===== src/rtl/core/hmbs_pkg.sv =====
package hmbs_pkg;

  localparam int MAP_WIDTH_DEF  = 256;
  localparam int MAP_LENGTH_DEF = 256;
  localparam int FRAC_BITS      = 8;
  localparam int FRAC_ONE       = 256;
  localparam int QUERY_W        = 18;
  localparam int HEIGHT_W       = 26;

  localparam logic [1:0] REP_BL = 2'd0;
  localparam logic [1:0] REP_BR = 2'd1;
  localparam logic [1:0] REP_TL = 2'd2;
  localparam logic [1:0] REP_TR = 2'd3;

  typedef struct packed {
    logic                 is_load;
    logic                 is_sample;
    logic [1:0]           wbank;
    logic [7:0]           wdata;
    logic                 xi0;
    logic                 xn0;
    logic                 zi0;
    logic                 zn0;
    logic [1:0]           rep;
    logic [FRAC_BITS-1:0] fx;
    logic [FRAC_BITS-1:0] fz;
  } hmbs_ctl_t;

  localparam int CTL_W = $bits(hmbs_ctl_t);

endpackage


===== src/rtl/core/hmbs_front.sv =====
module hmbs_front
  import hmbs_pkg::*;
#(
  parameter int MAP_WIDTH  = MAP_WIDTH_DEF,
  parameter int MAP_LENGTH = MAP_LENGTH_DEF,
  parameter int CB         = 7,
  parameter int RB         = 7,
  parameter int AW         = 14
) (
  input  logic                     in_mode,
  input  logic [7:0]               in_pixel_x,
  input  logic [7:0]               in_pixel_z,
  input  logic [7:0]               in_pixel_value,
  input  logic signed [QUERY_W-1:0] in_query_x,
  input  logic signed [QUERY_W-1:0] in_query_z,
  output hmbs_ctl_t                ctl,
  output logic [3:0][AW-1:0]       addr
);

  localparam logic [9:0] W10 = 10'(MAP_WIDTH);
  localparam logic [9:0] L10 = 10'(MAP_LENGTH);

  logic [8:0]           xi, zi, xn, zn;
  logic [9:0]           xi_p1, zi_p1;
  logic [FRAC_BITS-1:0] fx, fz;
  logic                 in_map, px_ok, pz_ok;
  logic [7:0]           px_h, pz_h;
  logic [AW-1:0]        load_addr;
  logic [1:0]           rep;

  assign xi    = in_query_x[16:8];
  assign zi    = in_query_z[16:8];
  assign fx    = in_query_x[7:0];
  assign fz    = in_query_z[7:0];
  assign xi_p1 = {1'b0, xi} + 10'd1;
  assign zi_p1 = {1'b0, zi} + 10'd1;
  assign xn    = (xi_p1 < W10) ? xi_p1[8:0] : 9'(MAP_WIDTH - 1);
  assign zn    = (zi_p1 < L10) ? zi_p1[8:0] : 9'(MAP_LENGTH - 1);

  assign in_map = !in_query_x[QUERY_W-1] && !in_query_z[QUERY_W-1] &&
                  ({1'b0, xi} < W10) && ({1'b0, zi} < L10);

  assign px_ok     = {2'b00, in_pixel_x} < W10;
  assign pz_ok     = {2'b00, in_pixel_z} < L10;
  assign px_h      = {1'b0, in_pixel_x[7:1]};
  assign pz_h      = {1'b0, in_pixel_z[7:1]};
  assign load_addr = {pz_h[RB-1:0], px_h[CB-1:0]};

  always_comb begin
    if (zi[0]) begin
      rep = (fz >= fx) ? REP_BR : REP_TL;
    end else begin
      rep = (({1'b0, fx} + {1'b0, fz}) < 9'(FRAC_ONE)) ? REP_TR : REP_BL;
    end
  end

  always_comb begin
    logic [8:0] col9;
    logic [8:0] row9;
    logic [7:0] col8;
    logic [7:0] row8;
    col9 = '0;
    row9 = '0;
    col8 = '0;
    row8 = '0;
    for (int b = 0; b < 4; b++) begin
      col9 = (b[0] == xi[0]) ? xi : xn;
      row9 = (b[1] == zi[0]) ? zi : zn;
      col8 = col9[8:1];
      row8 = row9[8:1];
      addr[b] = in_mode ? {row8[RB-1:0], col8[CB-1:0]} : load_addr;
    end
  end

  always_comb begin
    ctl.is_load   = !in_mode && px_ok && pz_ok;
    ctl.is_sample = in_mode && in_map;
    ctl.wbank     = {in_pixel_z[0], in_pixel_x[0]};
    ctl.wdata     = in_pixel_value;
    ctl.xi0       = xi[0];
    ctl.xn0       = xn[0];
    ctl.zi0       = zi[0];
    ctl.zn0       = zn[0];
    ctl.rep       = rep;
    ctl.fx        = fx;
    ctl.fz        = fz;
  end

endmodule


===== config.mk =====
export PLATFORM = sky130hd
export DESIGN_NAME = hmbs_front
export DESIGN_NICKNAME = d
export VERILOG_FILES = /design/src/rtl/core/hmbs_pkg.sv /design/src/rtl/core/hmbs_front.sv
export SDC_FILE = /design/constraint.sdc
export NUM_CORES = 1
export LEC_CHECK = 0
export ABC_AREA = 0
export ABC_CLOCK_PERIOD_IN_PS = 3450
export BUFFER_PORTS_ARGS = -buffer_cell sky130_fd_sc_hd__buf_2
export CORE_UTILIZATION = 44
export DETAILED_ROUTE_END_ITERATION = 8
export GPL_TIMING_DRIVEN = 0
export PLACE_DENSITY = 0.9
export SYNTH_ARGS = -nofsm -noshare
export SYNTH_HDL_FRONTEND = slang
export SYNTH_SLANG_ARGS = --single-unit

===== constraint.sdc =====
create_clock -name vclk -period 3.45
set_input_delay 0.1725 -clock vclk [all_inputs]
set_output_delay 0.1725 -clock vclk [all_outputs]
set_load 0.03 [all_outputs]

# [Yosys cells after proc, flatten, opt, wreduce, memory -nomap -nowiden]
# Index checks and enable logic that the tools add are counted.
[classes] add_sub_neg=3 mul=0 div_mod_pow=0 magnitude_cmp=6 eq_ne=0 shifts=0 muxes=13 bitwise_logic=0 reduce_logical=7
[op_table] op="$mux 14" n=4
[op_table] op="$mux 8" n=6
[op_table] op="$lt 9x9->1 const B" n=3
[op_table] op="$add 9x1->10 const B" n=2
[op_table] op="$lt 10x9->1 const B" n=2
[op_table] op="$add 8x8->9" n=1
[op_table] op="$ge 8x8->1" n=1
[op_table] op="$mux 2" n=3
[op_table] op="$logic_and 1x1->1" n=4
[op_table] op="$logic_not 1->1" n=3
[totals] register_bits=0 latchBits=0 ram_bits=0 mem_bits_ro=0 input_bits=61 wordCells=29 n_memories=0

# [Logic depth before layout (Yosys ltp)]
[logic_depth] word_depth=5 mapped_depth=8 mapped_depth_nobuf=7

# [Worst setup path before layout]
# No wires, ideal clock.
[synth_path] path_kind="in2out" start="in in_query_z[8]" end="out addr[49] (netlist bit)" arrival_time_ps=2051 required_ps=3277 path_slack_ps=1227 cell_stages=8 path_buffers=2 path_cell_list="ha_1 -> clkbuf_2 -> nand4_1 -> nor2_2 -> mux2i_1 -> nor3b_1 -> o21ai_0 -> buf_4"
[synth_rtl] item="start: declaration" line_no="hmbs_front.sv:15" text="input logic signed [QUERY_W-1:0] in_query_z,"
[synth_rtl] item="end: declaration" line_no="hmbs_front.sv:17" text="output logic [3:0][AW-1:0] addr"

==> metrics.cfg <==
[synthesis]
synth_commonest_cells=buf_4, nor2_1, o21ai_0, nand2_1, a21oi_1
synth_warnings=0
yosysTopAreaCellShare_pct=23.5
synthDistinctLibCells=50
synth_area_leader_cell=buf_4
synth.cell_area_mm2=0.00179
synthMostInstantiatedCell=buf_4
synthTopCellsByArea=buf_4, ha_1, o21ai_0
synth_sequential_area_ratio_pct=0
synth.net_count=355
syn-instance-count=276
syn_area_per_cell_um2=6.47

[timing]
timing.final.hold_violations=0
fin_tns_setup_ns=0
timing.final.setup_violations=0
layout_worst_path_cycle_share_pct=64.9
slew_viol_final=0
tightest_slew_ns=0.552
slew-limit-headroom_pct=63.2
fmaxAchievable_mhz=447
hold_ws_ns=0.595
grt_setup_unrepaired=no
post_route_minimum_period_ns=2.24

[detailed_routing]
dr.pass1.iters=4
totalWireLength_um=5330
vias=2356
wire_per_inst_um=11.5
dr.first_iter.drc_count=143
drt_drc_violations_left=0
route.antenna.remaining_nets=0
avgViaCountPerCell=5.08

[layout]
layout.filler_cells=354
clkbuf_count=0
seq_cell_count=0
syn2layout_area_growth_pct=42.6
area.sequential_um2=0
number_of_nets_in_the_finished_design=497
post_route_cells_drive_above_1_share_pct=51.9
final_util_pct=67.5
finalNonFillerCells=464
antenna_cells=0

[grt]
antenna_found_initial=0
grt_max_degree=11
grt_use_total_pct=22.2
grt_pass1_wl_um=8000
first_global_vias=1900
globalRoute.totalOverflow=0

[power]
worst_ir_drop_vdd_mv=0.127
powerDensity_mw_per_mm2=196
fin_total_pwr_uw=500
static-leakage-power_uw=0.00140

[clock_tree]
total_setup_buffers_inserted_after_cts=0
number_of_buffers_inserted_for_hold_repair_after_clock_tree_synthesis=0
postCtsResizedCells=0

[worst_setup_path]
worst_path_max_fanout=9
critPathCaptureType=primary output
worstSetupPathType=input port to primary output
stages_on_worst_setup_path=10
cp.buffers_inverters=4
cpMaxStageDelayCell=mux2i_1
timing.critical_path.from=in_query_z[8]
timing.critical_path.to=addr[25]
worst_endpoint_required_time_ns=3.28
cpMostUsedCell=buf_2
crit_family=buffers and inverters
arrival_time_at_the_worst_endpoint_ns=2.07
cp_slowest_stage_delay_ns=0.35
path_cells=buf_2 > ha_1 > clkbuf_2 > nand4_1 > nor2_2 > mux2i_1 > nor3_1 > o31a_1 > buf_4 > buf_2
start_kind=input port

[worst_hold_path]
tightest_hold_check_type=input port to primary output

[floorplan]
std_cell_rows=22
die_height_um=65.7
core_footprint_mm2=0.00377
die_area_mm2=0.00432
floorplan.initialDensity_pct=47.3
chipWidth_um=65.7
ios=151

[place]
numPlacedInstances=464
dp_hpwl_um=4490
place_congestion=0.920
port_buffers=140

[outcome]
outcome=finished, final reports clean

[flow_run]
cap_violations=0

-- per-layer routing --
metal | up-vias | GRT usage [%] | wire, µm
li1 | 1188 | - | -
met1 | 1079 | 26.4 | 2080
met5 | - | 0 | 0
met2 | 87 | 43.6 | 2850
met4 | 0 | 2.17 | 31
met3 | 2 | 1.22 | 373
-- cell families (layout without fill, tap and decap cells) --
| group | after synthesis | after routing | share of synthesized area (%) |
|---|---|---|---|
| multiplexers | 5 | 5 | 3.29 |
| adder cells (fa/ha/maj) | 18 | 18 | 12.6 |
| AO/OA/AOI/OAI | 79 | 79 | 28.2 |
| buffers and inverters | 87 | 227 | 30.4 |
| XOR/XNOR | 5 | 5 | 2.45 |
| AND/OR/NAND/NOR | 82 | 82 | 23.1 |
-- per-stage QoR --
step,setup slack (ns),area [µm²]
6_report,1.21,2550
5_1_grt,0.988,2550
4_1_cts,1.22,2550
3_5_place_dp,1.23,2550
3_3_place_gp,1.23,2550
2_1_floorplan,1.23,1790
-- how the worst min path moves through the flow --
| stage | from | to | cells after the start |
|---|---|---|---|
| after global placement | in_pixel_value[4] | ctl[26] | 2 |
| after global routing | in_pixel_value[4] | ctl[26] | 2 |
| after detailed placement | in_pixel_value[1] | ctl[23] | 2 |
| final | in_pixel_value[0] | ctl[22] | 2 |
| after CTS | in_pixel_value[0] | ctl[22] | 2 |
| after floorplan | in_query_z[0] | ctl[0] | 1 |
-- power breakdown --
group	total [µW]	switching, µW	internal, µW
logic	500	313	187
registers	0	0	0
clock network	0	0	0
total	500	313	187
-- layout make-up --
type / instances / area, µm² / area share [%]
multi-input combinational: 189 / 1240 / 48.8
timing repair buffer: 140 / 701 / 27.5
buffer: 69 / 475 / 18.7
inverter: 18 / 67.6 / 2.65
tap: 48 / 60.1 / 2.36
-- placed cells by master (no fill, tap or decap), types with 2 or more instances in the layout --
cell      instances
or2_2             2
ha_1             18
o22ai_1           3
o21bai_1          4
and3_1            4
nand4_1           3
nor2_1           22
o31a_1            4
nand2b_1          5
nor2b_1           4
nand2_1          21
nor3_1            6
a41oi_1           2
buf_4            56
clkbuf_1          7
inv_1            17
xnor2_1           3
mux2_2            3
nor3b_1           3
buf_2           144
nand3_1           5
a31o_2            2
o21ai_0          22
a31oi_1          10
o221ai_1          2
a21oi_1          19
xor2_1            2
No activity file was read; power rests on OpenSTA's default activity.
