## config.mk

```make
export PLATFORM = sky130hd
export DESIGN_NAME = hmbs_queue
export DESIGN_NICKNAME = d
export VERILOG_FILES = /design/src/rtl/core/hmbs_queue.sv
export SDC_FILE = /design/constraint.sdc
export NUM_CORES = 1
export LEC_CHECK = 0
export ABC_AREA = 1
export BUFFER_PORTS_ARGS = -buffer_cell sky130_fd_sc_hd__clkbuf_2
export CORE_MARGIN = 3
export CORE_UTILIZATION = 25
export CTS_CLUSTER_DIAMETER = 40
export DETAILED_ROUTE_END_ITERATION = 10
export PLACE_DENSITY = 0.43
export SLEW_MARGIN = 10
export SYNTH_ARGS = -nofsm -noshare
export SYNTH_HDL_FRONTEND = slang
export SYNTH_SLANG_ARGS = --single-unit
```

## constraint.sdc

```tcl
create_clock -name clk -period 3.3 [get_ports clk]
set_clock_uncertainty 0.15 [all_clocks]
set_input_delay 0.33 -clock clk [delete_from_list [all_inputs] [get_ports clk]]
set_output_delay 0.33 -clock clk [all_outputs]
set_load 0.005 [all_outputs]
```

## src/rtl/core/hmbs_queue.sv

```systemverilog
module hmbs_queue #(
  parameter int DW = 32
) (
  input  logic          clk,
  input  logic          rst_n,
  input  logic          push,
  input  logic [DW-1:0] din,
  input  logic          pop,
  output logic [DW-1:0] dout,
  output logic          empty,
  output logic          full
);

  logic [DW-1:0] slot_r [2];
  logic          wr_ptr_r, wr_ptr_nxt;
  logic          rd_ptr_r, rd_ptr_nxt;
  logic [1:0]    count_r, count_nxt;
  logic          do_push, do_pop;

  assign empty   = (count_r == 2'd0);
  assign full    = (count_r == 2'd2);
  assign do_push = push && !full;
  assign do_pop  = pop && !empty;
  assign dout    = slot_r[rd_ptr_r];

  always_comb begin
    wr_ptr_nxt = wr_ptr_r ^ do_push;
    rd_ptr_nxt = rd_ptr_r ^ do_pop;
    count_nxt  = count_r + {1'b0, do_push} - {1'b0, do_pop};
  end

  always_ff @(posedge clk) begin
    if (!rst_n) begin
      wr_ptr_r <= 1'b0;
      rd_ptr_r <= 1'b0;
      count_r  <= 2'd0;
    end else begin
      wr_ptr_r <= wr_ptr_nxt;
      rd_ptr_r <= rd_ptr_nxt;
      count_r  <= count_nxt;
    end
  end

  always_ff @(posedge clk) begin
    if (do_push) begin
      slot_r[wr_ptr_r] <= din;
    end
  end

endmodule

```

---- Word level (Yosys, flattened, before mapping) ----
Memories as Yosys holds them, arrays and structs flattened. A register that Yosys moved wholly into a read port is not among the register bits.
Index checks and enable logic that the tools add are counted.
cells by class
  div/mod/pow operators ................... 0
  reductions and logical operators ........ 5
  add/sub/neg operators ................... 2
  shift operators ......................... 0
  mux-type cells .......................... 3
  bitwise logic cells ..................... 2
  eq/ne operators ......................... 1
  multipliers ............................. 0
  $lt $le $gt $ge ......................... 0
operator list
  cell                                        number
  two-way mux 1 bit                           3
  adder 2 x 1 -> 2 bit                        1
  equality test 2 bit, second input constant  1
  logical AND 1 bit                           2
  logical NOT 1 bit                           2
  logical NOT 2 bit                           1
  subtractor 2 x 1 -> 2 bit                   1
  bitwise XOR 1 bit                           2
storage, ports and cells
  bits in registers ....................... 4
  input port bits ......................... 36
  memories kept ........................... 1
  logic and storage cells ................. 17
  bits in writable memories ............... 64
  bits in read-only memories .............. 0
  output and inout port bits .............. 34
  latch bits .............................. 0
memory list
  name    depth  width  rd ports  clocked after Yosys merged registers in  write ports  line  RTL
  slot_r  2      32     1         1                                        1            14    logic [DW-1:0] slot_r [2];

---- Longest topological paths before layout ----
Gate-level depths: netlist of run 1.
  word-level depth ........................ 5
  mapped depth ............................ 10
  gate-level depth less buffers ........... 10

---- Worst setup path before layout of run 1 ----
OpenSTA, ideal clock, no wires.
  kind .................................... register to register
  start ................................... register count_r[1]
  end ..................................... memory slot_r[1][0] (enable)
  buffers on the path ..................... 0
  arrival ................................. 1.412 ns
  cell stages (with the launch flop) ...... 5
  setup slack ............................. 1.346 ns
  required time ........................... 2.758 ns
  library setup time ...................... 0.392 ns
  clock period less this slack ............ 1.954 ns
  cell sequence ........................... dfxtp_1 -> inv_1 -> o21ai_0 -> inv_1 -> ha_1
on the way
  word-level cells in the longest chain between the ends .. 5
RTL lines
  what                                     line  RTL
  start, declared                          17    logic [1:0] count_r, count_nxt;
  start signal, assigned                   40    count_r <= count_nxt;
  equality test 2 bit                      21    assign full = (count_r == 2'd2);
  logical NOT 1 bit                        22    assign do_push = push && !full;
  logical AND 1 bit                        22
  two-way mux 1 bit                        45    if (do_push) begin
  two-way mux 1 bit (implied by the code)  46    slot_r[wr_ptr_r] <= din;
  end, declared                            14
Every way passes these cells.

==> impl_metrics.env, run 1 <==
export IMPL_rsz0062_at_grt="false"
export IMPL_avgSynthCellArea_um2=19.90
export IMPL_io_buffers=69
export IMPL_firstDrtPassIters=2
export IMPL_fmax_ghz=0.4302
export IMPL_wl_per_cell_um=13.56
export IMPL_ant_nets=0
export IMPL_cts_root_buf="clkbuf_8"
export IMPL_grt_pass1_wl_um=7797
export IMPL_finalSetupViolations=0
export IMPL_grt_use_total_pct=8.398
export IMPL_tns_ns=0
export IMPL_synth_seq_cells=69
export IMPL_h_tree_depth=3
export IMPL_worstPathMaxFanout=22
export IMPL_p_per_area_mw_per_mm2=761.7
export IMPL_min_path_type="primary input to register"
export IMPL_crit_path_end_kind="output pin"
export IMPL_relSlewSlack_pct=42.85
export IMPL_dieWidth_um=110.4
export IMPL_finalCriticalPeriod_ns=2.324
export IMPL_synth_nets=177
export IMPL_route_vias_total=1386
export IMPL_cap_violations=0
export IMPL_drt_initial_drc_count=39
export IMPL_multiInputGateArea_um2=600.6
export IMPL_syn2layout_area_growth_pct=24.64
export IMPL_drive_above_1_share_pct=54.79
export IMPL_hold_buffers=0
export IMPL_rows=37
export IMPL_core_mm2=0.01046
export IMPL_nets=254
export IMPL_met2_usage_pct=13.43
export IMPL_gp_congestion=0.7199
export IMPL_critical_path_class="register to output pin"
export IMPL_clk_insertion_delay_late_ns=0.33
export IMPL_synth_area_top_cells="edfxtp_1, mux2_4, dfxtp_1"
export IMPL_required_ns=2.82
export IMPL_grt_busiest_layer="met2"
export IMPL_ctsResizeCount=0
export IMPL_final_seq_area_mm2=0.002023
export IMPL_route_detailed_drc=0
export IMPL_die_area_mm2=0.01219
export IMPL_cts_buffers_inserted=9
export IMPL_drv_slew=0
export IMPL_n_antenna_cell=0
export IMPL_fp_dieH_um=110.4
export IMPL_fillers=1065
export IMPL_cts_buffer_depth=2
export IMPL_viasPerCell=3.904
export IMPL_p_leak_nw=1.369
export IMPL_grt_use_met1_pct=9.416
export IMPL_synth_cell_types=13
export IMPL_dpl_hpwl_um=3244
export IMPL_fin_crit_sh_pct=70.43
export IMPL_post_cts_setup_buffers=0
export IMPL_synth_cells=137
export IMPL_synth_top_area_cell="edfxtp_1"
export IMPL_globalRouteOverflowTotal=0
export IMPL_synth_top_area_share_pct=70.49
export IMPL_start_util_pct=26.06
export IMPL_synth_area_mm2=0.002726
export IMPL_antenna_found_initial=0
export IMPL_ys_seq_area_share_pct=74.16
export IMPL_cp_slowest_cell="dfxtp_2"
export IMPL_wl_um=4813
export IMPL_clk_pin_slew_ns=0.07
export IMPL_yosysWarnings=0
export IMPL_fin_cells=355
export IMPL_use_met3_pct=4.384
export IMPL_worstSetupStartpointType="register"
export IMPL_placedCellCount=339
export IMPL_cts_sinks=69
export IMPL_hold_path_startpoint="din[5]"
export IMPL_grt_pass1_vias=1541
export IMPL_crit_arrival_ns=1.84
export IMPL_critical_path_max_stage_delay_ns=0.56
export IMPL_worstMarginPinSlew_ns=0.8572
export IMPL_r2r_start="count_r[1]"
export IMPL_cts_tree="yes"
export IMPL_grt_max_degree=33
export IMPL_timing_hold_violations_final=0
export IMPL_io_pins=70
export IMPL_path_cells="buf_4 > mux2_2 > clkbuf_2"
export IMPL_peakVddDrop_mv=0.3367
export IMPL_outcome="completed"
-- synthesized netlist by cell type --
master / count
a21oi_1: 1
buf_12: 3
buf_6: 1
dfxtp_1: 5
edfxtp_1: 64
ha_1: 4
inv_1: 10
mux2_2: 2
mux2_4: 30
nand2_1: 6
nand3_1: 2
nor2_1: 8
o21ai_0: 1
-- sequential cells by signal (all words and copies together), names as in the netlist, named ones only --
register	cells
rd_ptr_r	1
count_r	2
slot_r	64
wr_ptr_r	1
-- routing by layer --
metal	up-vias	routed length, um
met2	48	2328
met1	675	2064
met3	6	368
met5	-	0
li1	657	-
met4	0	51
-- cell usage in the layout (no fill, tap or decap) --
cell / n
clkbuf_1: 1
inv_1: 10
mux2_2: 2
bufinv_16: 2
o21ai_0: 1
clkinv_2: 2
nor2_1: 8
clkinvlp_4: 1
dfxtp_2: 1
nand2_1: 6
ha_2: 2
inv_6: 1
ha_1: 2
edfxtp_1: 64
nand3_1: 2
dfxtp_1: 4
buf_4: 1
mux2_4: 30
clkbuf_8: 9
a21oi_1: 1
clkbuf_2: 69
-- critical path: cells and delay by family, from the launching register on --
family | cells | cell delay (ns)
buf+inv | 2 | 0.57
mux | 1 | 0.38
flops | 1 | 0.56
-- cells by family after synthesis --
family,synth area share (%)
muxes,17.35
AOI/OAI and AO/OA,0.3668
DFF,74.16
and+or+nand+nor,2.295
buffers and inverters,3.993
adders and majority gates,1.836
-- where the power goes --
part | switching [W] | internal, W | total, W
clock | 0.000308 | 0.000426 | 0.000734
sequential | 0.0000609 | 0.00114 | 0.00120
combinational | 0.000305 | 0.000348 | 0.000653
-- worst paths after layout --
path / slack (ns) / to / depth (start not counted)
max: 0.98 / dout[0] / 3
min: 0.03 / slot_r[1][5] / 1
max reg2reg: 1.36 / slot_r[0][20] / 4
min reg2reg: 0.36 / rd_ptr_r / 2
-- layout make-up --
type / count / share of cell area (%)
flip-flops and latches: 69 / 59.54
multi-input cells: 54 / 17.67
repair buffers: 70 / 10.38
well taps: 136 / 5.007
clock buffers: 10 / 3.756
clock inverters: 6 / 2.541
inverters: 10 / 1.105
-- through the flow --
step / setup slack, ns / power [W] / cell area (um^2) / hold WS (ns) / utilization (%)
2_1_floorplan: 1.346 / 0.001681 / 2726 / 0.2735 / -
3_3_place_gp: 1.305 / 0.001895 / 3184 / 0.3425 / 30.44
3_5_place_dp: 1.293 / 0.001899 / 3184 / 0.3534 / 30.44
4_1_cts: 0.9095 / 0.002644 / 3398 / 0.009687 / 32.48
5_1_grt: 0.8286 / 0.002748 / 3398 / 0.0006515 / 32.48
6_report: 0.9757 / 0.002588 / 3398 / 0.03427 / 32.48
Power figures use the tool's default switching activity.
==> inputs of run 2 (changes only) <==
clock period = 2.31 ns   (was 3.3 ns; I/O delays follow)
==> run 2 against run 1 <==
  * Cell count up 9.9%
  * Via count grew 6.5%
  * Worst hold slack better by 0.031 ns
  * Power increased by 46%
  * Flip-flop and latch count unchanged
  * Clock power increased by 40%
  * Critical path type unchanged
==> impl_metrics.env, run 2 (synthesized netlist as in run 1, its figures left out) <==
export IMPL_gp_congestion=0.6706
export IMPL_finalCriticalPeriod_ns=1.800
export IMPL_cts_buffers_inserted=9
export IMPL_crit_path_end_kind="output pin"
export IMPL_route_vias_total=1476
export IMPL_tns_ns=0
export IMPL_timing_hold_violations_final=0
export IMPL_outcome="completed"
export IMPL_critical_path_class="register to output pin"
export IMPL_finalSetupViolations=0
export IMPL_io_pins=70
export IMPL_fmax_ghz=0.5556
export IMPL_power_switching_w=0.0009703
export IMPL_h_tree_depth=3
export IMPL_drt_initial_drc_count=43
export IMPL_n_antenna_cell=0
export IMPL_antenna_found_initial=0
export IMPL_route_detailed_drc=0
export IMPL_worstPathMaxFanout=32
export IMPL_internal_power_w=0.002801
export IMPL_fp_dieH_um=110.4
export IMPL_die_area_mm2=0.01219
export IMPL_grt_use_total_pct=8.443
export IMPL_ant_nets=0
export IMPL_crit_arrival_ns=1.42
export IMPL_dieWidth_um=110.4
export IMPL_wl_um=4873
export IMPL_syn2layout_area_growth_pct=38.69
export IMPL_grt_pass1_vias=1588
export IMPL_min_path_type="primary input to register"
export IMPL_worstMarginPinSlew_ns=0.2792
export IMPL_viasPerCell=3.785
export IMPL_p_clk_share_pct=27.3
export IMPL_power_frac_seq_pct=44.7
export IMPL_cts_buffer_depth=2
export IMPL_required_ns=1.93
export IMPL_p_leak_nw=1.518
export IMPL_reg_top3="slot_r: 64 flops, count_r: 2 flops"
export IMPL_firstDrtPassIters=4
export IMPL_ctsResizeCount=0
export IMPL_clk_pin_slew_ns=0.07
export IMPL_dpl_hpwl_um=3144
export IMPL_cts_root_buf="clkbuf_8"
export IMPL_p_per_area_mw_per_mm2=997.5
export IMPL_placedCellCount=341
export IMPL_drv_slew=0
export IMPL_fin_crit_sh_pct=77.91
export IMPL_start_util_pct=26.06
export IMPL_regMostFlops="slot_r"
export IMPL_core_mm2=0.01046
export IMPL_grt_max_degree=33
export IMPL_relSlewSlack_pct=81.39
export IMPL_grt_pass1_wl_um=7921
export IMPL_fillers=1030
export IMPL_cap_violations=0
export IMPL_cts_sinks=69
export IMPL_p_comb_share_pct=28.0
export IMPL_sw_frac_of_total_pct=25.73
export IMPL_hold_buffers=33
export IMPL_clk_insertion_delay_late_ns=0.33
export IMPL_fin_hold_ws_ns=0.06496
export IMPL_mostFrequentLayoutCells="clkbuf_2, edfxtp_1, dlygate4sd3_1, mux2_4, inv_1"
export IMPL_place_area_mm2=0.003237
export IMPL_nets=289
export IMPL_io_buffers=69
export IMPL_cts_tree="yes"
export IMPL_post_cts_setup_buffers=0
export IMPL_largest_reg_flops=64
export IMPL_rows=37
export IMPL_fin_area_mm2=0.003781
export IMPL_worstSetupStartpointType="register"
export IMPL_final_common_cell="clkbuf_2"
export IMPL_globalRouteOverflowTotal=0
export IMPL_power_w=0.003772
export IMPL_peakVddDrop_mv=0.3898
export IMPL_fin_cells=390
export IMPL_wl_per_cell_um=12.49
export IMPL_rsz0062_at_grt="false"
export IMPL_drive_above_1_share_pct=47.64
-- run 2: cell count changes in the layout (fill, tap and decap cells not counted) --
cell and change:
buf_4 -1, buf_12 +3, clkbuf_1 -1, dlygate4sd3_1 +33, inv_6 -1, clkinv_2 -2
clkinvlp_4 +2, clkinv_1 +2
-- run 2: stage by stage --
step                utilization, %  setup slack (ns)
floorplan                        -            0.3563
global placement             30.94            0.6211
detailed placement           30.94            0.5842
CTS                          36.14            0.4684
global route                 36.14            0.4382
finish                       36.14            0.5103
-- run 2: layout make-up --
| type | instances | area [um^2] | area share, % |
|---|---|---|---|
| timing repair buffer | 105 | 735.7 | 19.46 |
| clock buffer | 9 | 123.9 | 3.276 |
| tap | 136 | 170.2 | 4.500 |
| inverter | 10 | 37.54 | 0.9927 |
| multi-input combinational | 54 | 600.6 | 15.88 |
| clock inverter | 7 | 90.09 | 2.383 |
| sequential | 69 | 2023 | 53.51 |
-- run 2: worst paths after layout --
path,slack (ns),end,from,cells past startpoint
worst max register to register,0.59,slot_r[1][30],count_r[1],5
worst min register to register,0.35,rd_ptr_r,rd_ptr_r,2
worst max-delay path,0.51,dout[31],register,3
worst min-delay path,0.06,register,pop,4
-- run 2: critical path, cell delays in order (launching register included) --
cell	delay, ns
dfxtp_2	0.34
buf_12	0.26
mux2_2	0.37
clkbuf_2	0.11
-- run 2: power by group through the flow --
| stage | clock network, W | registers (W) | logic (W) |
|---|---|---|---|
| final | 0.00103 | 0.00169 | 0.00106 |
| after global routing | 0.00113 | 0.00171 | 0.00117 |
| after CTS | 0.00108 | 0.00169 | 0.00109 |
| after detailed placement | 0 | 0.00171 | 0.00104 |
| after global placement | 0 | 0.00171 | 0.00104 |
| after floorplan | 0 | 0.00170 | 0.000699 |
-- run 2: per-layer routing --
metal  global-route usage, %  share of wire (%)  wire (um)  up-vias
li1                        -                  -          -      730
met1                   10.38                 44       2151      690
met2                   12.94                 48       2341       46
met3                   2.904                5.7        278       10
met4                   4.680                2.1        102        0
met5                       0                  0          0        -
